## src/fqd_pkg.sv

```systemverilog
// fqd_pkg: shared types and constants for the fifo queue with delete
// no dependencies; imported by fqd_cell and fifo_queue_with_delete

package fqd_pkg;

	localparam int OP_W     = 2;
	localparam int IN_W     = 32;
	localparam int OUT_W    = 32;
	localparam int COUNT_W  = 5;
	localparam int IN_TDATA_W  = 40;
	localparam int OUT_TDATA_W = 40;

	localparam logic [OP_W-1:0] OP_ENQ = 2'd0;
	localparam logic [OP_W-1:0] OP_DEQ = 2'd1;
	localparam logic [OP_W-1:0] OP_DEL = 2'd2;

	localparam logic ST_OK   = 1'b0;
	localparam logic ST_FAIL = 1'b1;

	typedef struct packed {
		logic enq_ok;
		logic deq_ok;
		logic del_ok;
	} cell_cmd_t;

endpackage

```

## src/fqd_cell.sv

```systemverilog
// fqd_cell: one slot of the queue, compares against the request data and
// shifts from its right neighbor on removal; depends on fqd_pkg

module fqd_cell #(
	parameter int DATA_WIDTH = 32,
	parameter int CNT_W      = 5,
	parameter int IDX        = 0
) (
	input  logic                  clk,
	input  fqd_pkg::cell_cmd_t    cmd,
	input  logic [CNT_W-1:0]      cnt,
	input  logic [DATA_WIDTH-1:0] din,
	input  logic [DATA_WIDTH-1:0] next_data,
	input  logic                  match_in,
	output logic                  match_out,
	output logic [DATA_WIDTH-1:0] data
);
	import fqd_pkg::*;

	logic [DATA_WIDTH-1:0] data_q;
	logic                  occ;
	logic                  hit;

	assign occ       = CNT_W'(IDX) < cnt;
	assign hit       = occ && (data_q == din);
	assign match_out = match_in || hit;
	assign data      = data_q;

	always_ff @(posedge clk) begin
		if (cmd.enq_ok && (cnt == CNT_W'(IDX))) begin
			data_q <= din;
		end else if ((cmd.deq_ok && occ) || (cmd.del_ok && match_out)) begin
			data_q <= next_data;
		end
	end

endmodule

```

## src/fifo_queue_with_delete.sv

```systemverilog
// fifo_queue_with_delete: bounded fifo of nonzero handles with delete by value
// built from a row of fqd_cell slots; depends on fqd_pkg and fqd_cell
//
//  channel  dir  fields (low bit up)
//  s_axis   in   opcode[1:0], data_in[33:2], zero pad to 40
//  m_axis   out  status[0], data_out[32:1], count[37:33], zero pad to 40
//
// one cycle per request; every cell compares and shifts in the same cycle
// the first-match chain through the row of cells sets the critical path
// a result waits in the output register; a new request is taken in the
// cycle the result leaves, so requests flow back to back under no stall
// reset empties the queue; slot contents are left as they are

module fifo_queue_with_delete #(
	parameter int DEPTH      = 16,
	parameter int DATA_WIDTH = 32
) (
	input  logic                                clk,
	input  logic                                arst_n,
	input  logic                                s_axis_tvalid,
	output logic                                s_axis_tready,
	input  logic [fqd_pkg::IN_TDATA_W-1:0]      s_axis_tdata,  // opcode, data_in
	output logic                                m_axis_tvalid,
	input  logic                                m_axis_tready,
	output logic [fqd_pkg::OUT_TDATA_W-1:0]     m_axis_tdata   // status, data_out, count
);
	import fqd_pkg::*;

	localparam int CNT_W = $clog2(DEPTH + 1);

	logic [OP_W-1:0]       opcode;
	logic [DATA_WIDTH-1:0] din;
	logic                  din_nz;
	logic                  take;
	cell_cmd_t             cmd;

	logic [CNT_W-1:0]      count_q;
	logic                  out_valid_q;
	logic                  status_q;
	logic [OUT_W-1:0]      data_out_q;
	logic [COUNT_W-1:0]    count_out_q;

	logic [DATA_WIDTH-1:0] cell_data [DEPTH];
	logic [DEPTH:0]        match;
	logic [CNT_W-1:0]      count_d;

	assign opcode = s_axis_tdata[OP_W-1:0];
	assign din    = DATA_WIDTH'(s_axis_tdata[OP_W+IN_W-1:OP_W]);
	assign din_nz = din != '0;

	assign s_axis_tready = !out_valid_q || m_axis_tready;
	assign take          = s_axis_tvalid && s_axis_tready;

	assign match[0]   = 1'b0;
	assign cmd.enq_ok = take && (opcode == OP_ENQ) && din_nz && (count_q != CNT_W'(DEPTH));
	assign cmd.deq_ok = take && (opcode == OP_DEQ) && (count_q != '0);
	assign cmd.del_ok = take && (opcode == OP_DEL) && din_nz && match[DEPTH];

	for (genvar i = 0; i < DEPTH; i++) begin : g_cell
		logic [DATA_WIDTH-1:0] nxt;
		if (i == DEPTH - 1) begin : g_last
			assign nxt = '0;
		end else begin : g_mid
			assign nxt = cell_data[i+1];
		end
		fqd_cell #(
			.DATA_WIDTH (DATA_WIDTH),
			.CNT_W      (CNT_W),
			.IDX        (i)
		) u_cell (
			.clk       (clk),
			.cmd       (cmd),
			.cnt       (count_q),
			.din       (din),
			.next_data (nxt),
			.match_in  (match[i]),
			.match_out (match[i+1]),
			.data      (cell_data[i])
		);
	end

	always_comb begin
		count_d = count_q;
		if (cmd.enq_ok) begin
			count_d = count_q + CNT_W'(1);
		end else if (cmd.deq_ok || cmd.del_ok) begin
			count_d = count_q - CNT_W'(1);
		end
	end

	always_ff @(posedge clk or negedge arst_n) begin
		if (!arst_n) begin
			count_q     <= '0;
			out_valid_q <= 1'b0;
		end else begin
			if (take) begin
				count_q     <= count_d;
				out_valid_q <= 1'b1;
			end else if (m_axis_tready) begin
				out_valid_q <= 1'b0;
			end
		end
	end

	always_ff @(posedge clk) begin
		if (take) begin
			status_q    <= (cmd.enq_ok || cmd.deq_ok || cmd.del_ok) ? ST_OK : ST_FAIL;
			data_out_q  <= cmd.deq_ok ? OUT_W'(cell_data[0]) : '0;
			count_out_q <= COUNT_W'(count_d);
		end
	end

	assign m_axis_tvalid = out_valid_q;
	assign m_axis_tdata  = {{(OUT_TDATA_W - 1 - OUT_W - COUNT_W){1'b0}},
		count_out_q, data_out_q, status_q};

endmodule
```

## config.mk

```make
export PLATFORM = sky130hd
export DESIGN_NAME = fifo_queue_with_delete
export DESIGN_NICKNAME = d
export VERILOG_FILES = /design/src/fqd_pkg.sv /design/src/fqd_cell.sv /design/src/fifo_queue_with_delete.sv
export SDC_FILE = /design/constraint.sdc
export NUM_CORES = 2
export LEC_CHECK = 0
export BUFFER_PORTS_ARGS = -buffer_cell sky130_fd_sc_hd__buf_4
export CAP_MARGIN = 10
export CORE_MARGIN = 2
export CORE_UTILIZATION = 50
export DETAILED_ROUTE_END_ITERATION = 8
export GPL_TIMING_DRIVEN = 0
export MAX_ROUTING_LAYER = met4
export PLACE_DENSITY_LB_ADDON = 0.05
export SYNTH_ARGS = -nofsm -noshare
export SYNTH_HDL_FRONTEND = slang
export SYNTH_SLANG_ARGS = --single-unit
export TNS_END_PERCENT = 10
```

## constraint.sdc

```tcl
create_clock -name clk -period 6.5 [get_ports clk]
set_input_delay 0.325 -clock clk [delete_from_list [all_inputs] [get_ports clk]]
set_output_delay 0.325 -clock clk [all_outputs]
set_load 0.02 [all_outputs]
```

==> flow_summary.yaml <==
status:
  run_status: "finished clean"
setup_path:
  ff2ff_setup_slack_ns: 1.55
  endpoint_kind: "register"
  worstPathMaxFanout: 32
  cp_slowest_cell: "a311oi_1"
  start_kind: "register"
  worst-path-buf-inv: 3
  worstSetupPathType: "register to register"
  cp_cell_sequence: "clkbuf_1, inv_1, ha_1, a311oi_1, nand3b_1, nor2_1, buf_2, a211o_2"
  worst_path_largest_cell_delay_ns: 0.84
  required_ns: 6.76
  critPathArrivalTime_ns: 5.21
  cp_top_family: "compound AO/OA/AOI/OAI gates"
run:
  drv_cap: 0
timing:
  slew_viol_final: 0
  min_period_over_period_pct: 76.2
  setup_viol_count_final: 0
  final_hold_viol_count: 0
  rsz0062_at_grt: "false"
  whs_ns: 0.0444
  tightest_slew_ns: 1.22
  relSlewSlack_pct: 17.7
  skew_ns: 0.0247
  setup_tns_ns: 0
  finalCriticalPeriod_ns: 4.95
  fmax_mhz: 202
global_routing:
  grt_max_degree: 40
  grt_first_pass_wirelength_um: 141000
  antenna_found_initial: 1
  overflow: 0
  grt_pass1_vias: 19100
  gr-usage-all-layers_pct: 33.7
floorplanning:
  die_w_um: 250
  coreArea_um2: 60100
  start_util_pct: 50.4
  dieArea_um2: 62600
  io_pins: 86
  row_count: 90
  die_h_um: 250
synthesis:
  synth.avg_cell_area_um2: 13.8
  synth_ff_type: "edfxtp_1"
  synth-warning-count: 0
  synth_common_cells: "edfxtp_1, mux2_2, xor2_1, xnor2_1, buf_2"
  synth_area_leaders: "edfxtp_1, mux2_2, xor2_1, xnor2_1, nor4_1"
  ys_types: 63
  syn-instance-count: 2191
  synth_edf_count: 550
  synth_top_area_share_pct: 54.5
  yosysMostFrequentCell: "edfxtp_1"
  ys_seq_area_share_pct: 55.0
  ys_seq_elements: 556
  yosysTopAreaCell: "edfxtp_1"
  async_flop_share_pct: 1.08
  netlist_area_um2: 30300
clocking:
  cts_resized: 0
  clkSlewWorstSetupHoldPaths_ns: 0.06
  cts_tree: "yes"
  cts_made_buffers: 61
  clockBufferDepth: 3
  htreeDepth: 2
  cts_root_buf: "clkbuf_16"
  insertion_delay_ns: 0.65
  clock-sinks: 556
route:
  dr_total_vias: 18800
  wirelength_um: 103000
  drc: 0
  detail_route.vias_per_cell: 5.94
  drt_iter0_drc: 1928
  wire_per_inst_um: 32.4
  antenna_left: 0
  first_pass_iters: 6
pwr:
  clkPwrFrac_pct: 37.2
  p_per_area_nw_per_um2: 277
  power.leakage_nw: 11.6
  switching_share_pct: 28.3
  intPower_w: 0.00675
  p_seq_share_pct: 46.3
  p_switching_w: 0.00267
  vdd_drop_max_uv: 224
  combinationalPowerShare_pct: 16.5
  power_w: 0.00942
cells_and_area:
  postLayoutCoreUtil_pct: 56.7
  synthToLayoutAreaGrowth_pct: 12.5
  drive_gt1_share_pct: 31.9
  stdcell_count: 3161
  final_nets: 2378
placement:
  placed_cells: 3044
  port_buffers: 45
  dp_hpwl_um: 84000
  place.gp.congestion: 1.05
hold_path:
  hold_class: "primary input to asynchronous set/reset pin"
==> layer usage <==
| metal | wire length, um | vias up | GRT usage [%] |
|---|---|---|---|
| li1 | - | 8320 | - |
| met1 | 39700 | 9403 | 39.9 |
| met2 | 47500 | 804 | 52.9 |
| met3 | 5520 | 264 | 3.69 |
| met4 | 9870 | 0 | 26.2 |
| met5 | 0 | - | - |
==> final cells by class <==
type | instances | area, um^2
fill | 4865 | 26100
clock buffer | 82 | 1680
tap | 782 | 978
multi-input combinational | 1430 | 12700
sequential | 556 | 16700
antenna | 1 | 2.50
inverter | 11 | 41.3
timing repair buffer | 74 | 736
clock inverter | 30 | 303
buffer | 195 | 987
==> placed cells by master, fill, tap and decap left out, types with 11 or more instances in the layout <==
cell       synthesis  final
nand2_1           26     25
buf_4             27     86
mux2_2           439    439
xor2_1           290    290
edfxtp_1         550    550
mux2_1            41     41
buf_2            111    112
nor3_1            19     19
clkbuf_1          52     67
xnor2_1          230    230
clkbuf_16          0     62
nand3_1           23     23
nor4_1            89     89
nor2_1            31     31
clkinv_2           0     11
a21oi_1           12     12
and3_1            11     11
and2_1            67     67
nand4_1           69     69
==> stage by stage <==
stage,setup WS [ns],cell area [um^2]
after floorplan,1.55,30300
after global placement,-1.42,31600
after detailed placement,1.68,32000
after CTS,1.62,34000
after global routing,1.38,34100
final,1.55,34100
==> final timing paths <==
check	start	end	depth (start not counted)
min in group clk	s_axis_tdata[0]	count_q[2]$_DFFE_PN0P_	6
min reg2reg	g_cell[0].u_cell.data[7]$_DFFE_PP_	data_out_q[7]$_SDFFCE_PN0P_	1
min	arst_n	m_axis_tvalid$_DFFE_PN0P_	2
max in group asynchronous	arst_n	count_q[3]$_DFFE_PN0P_	2
max	count_q[1]$_DFFE_PN0P_	g_cell[14].u_cell.data[16]$_DFFE_PP_	8
max reg2reg	count_q[1]$_DFFE_PN0P_	g_cell[14].u_cell.data[16]$_DFFE_PP_	8
==> flip-flops by register name, summed over array words and instances, names as in the netlist <==
register            count
count_out_q             5
count_q                 5
g_cell.u_cell.data    512
data_out_q             32
status_q                1
m_axis_tvalid           1
==> what timing repair did <==
action | CTS | global route
setup buffers | 0 | 0
endpoints found under the hold margin | 7 | 0
hold buffers | 3 | 0
endpoints found under the setup margin | 0 | 0
==> cell families (layout without fill, tap and decap cells) <==
family | Yosys count | in the layout | share of synthesized area, %
adders and majority gates | 5 | 5 | 0.206
DFF | 556 | 556 | 55.0
other | 1 | 3 | 0.0124
buffers and inverters | 206 | 392 | 3.39
and+or+nand+nor | 372 | 372 | 7.31
muxes | 480 | 480 | 17.8
xor gates and xnor gates | 520 | 520 | 15.0
AOI/OAI and AO/OA | 51 | 51 | 1.21
==> power groups by stage <==
stage | clock network, W | registers [W] | logic [W]
2_1_floorplan | 0 | 0.00444 | 0.000867
3_3_place_gp | 0 | 0.00445 | 0.00144
3_5_place_dp | 0 | 0.00444 | 0.00151
4_1_cts | 0.00351 | 0.00436 | 0.00152
5_1_grt | 0.00363 | 0.00439 | 0.00161
6_report | 0.00351 | 0.00437 | 0.00155
No activity file was read; power rests on OpenSTA's default activity.
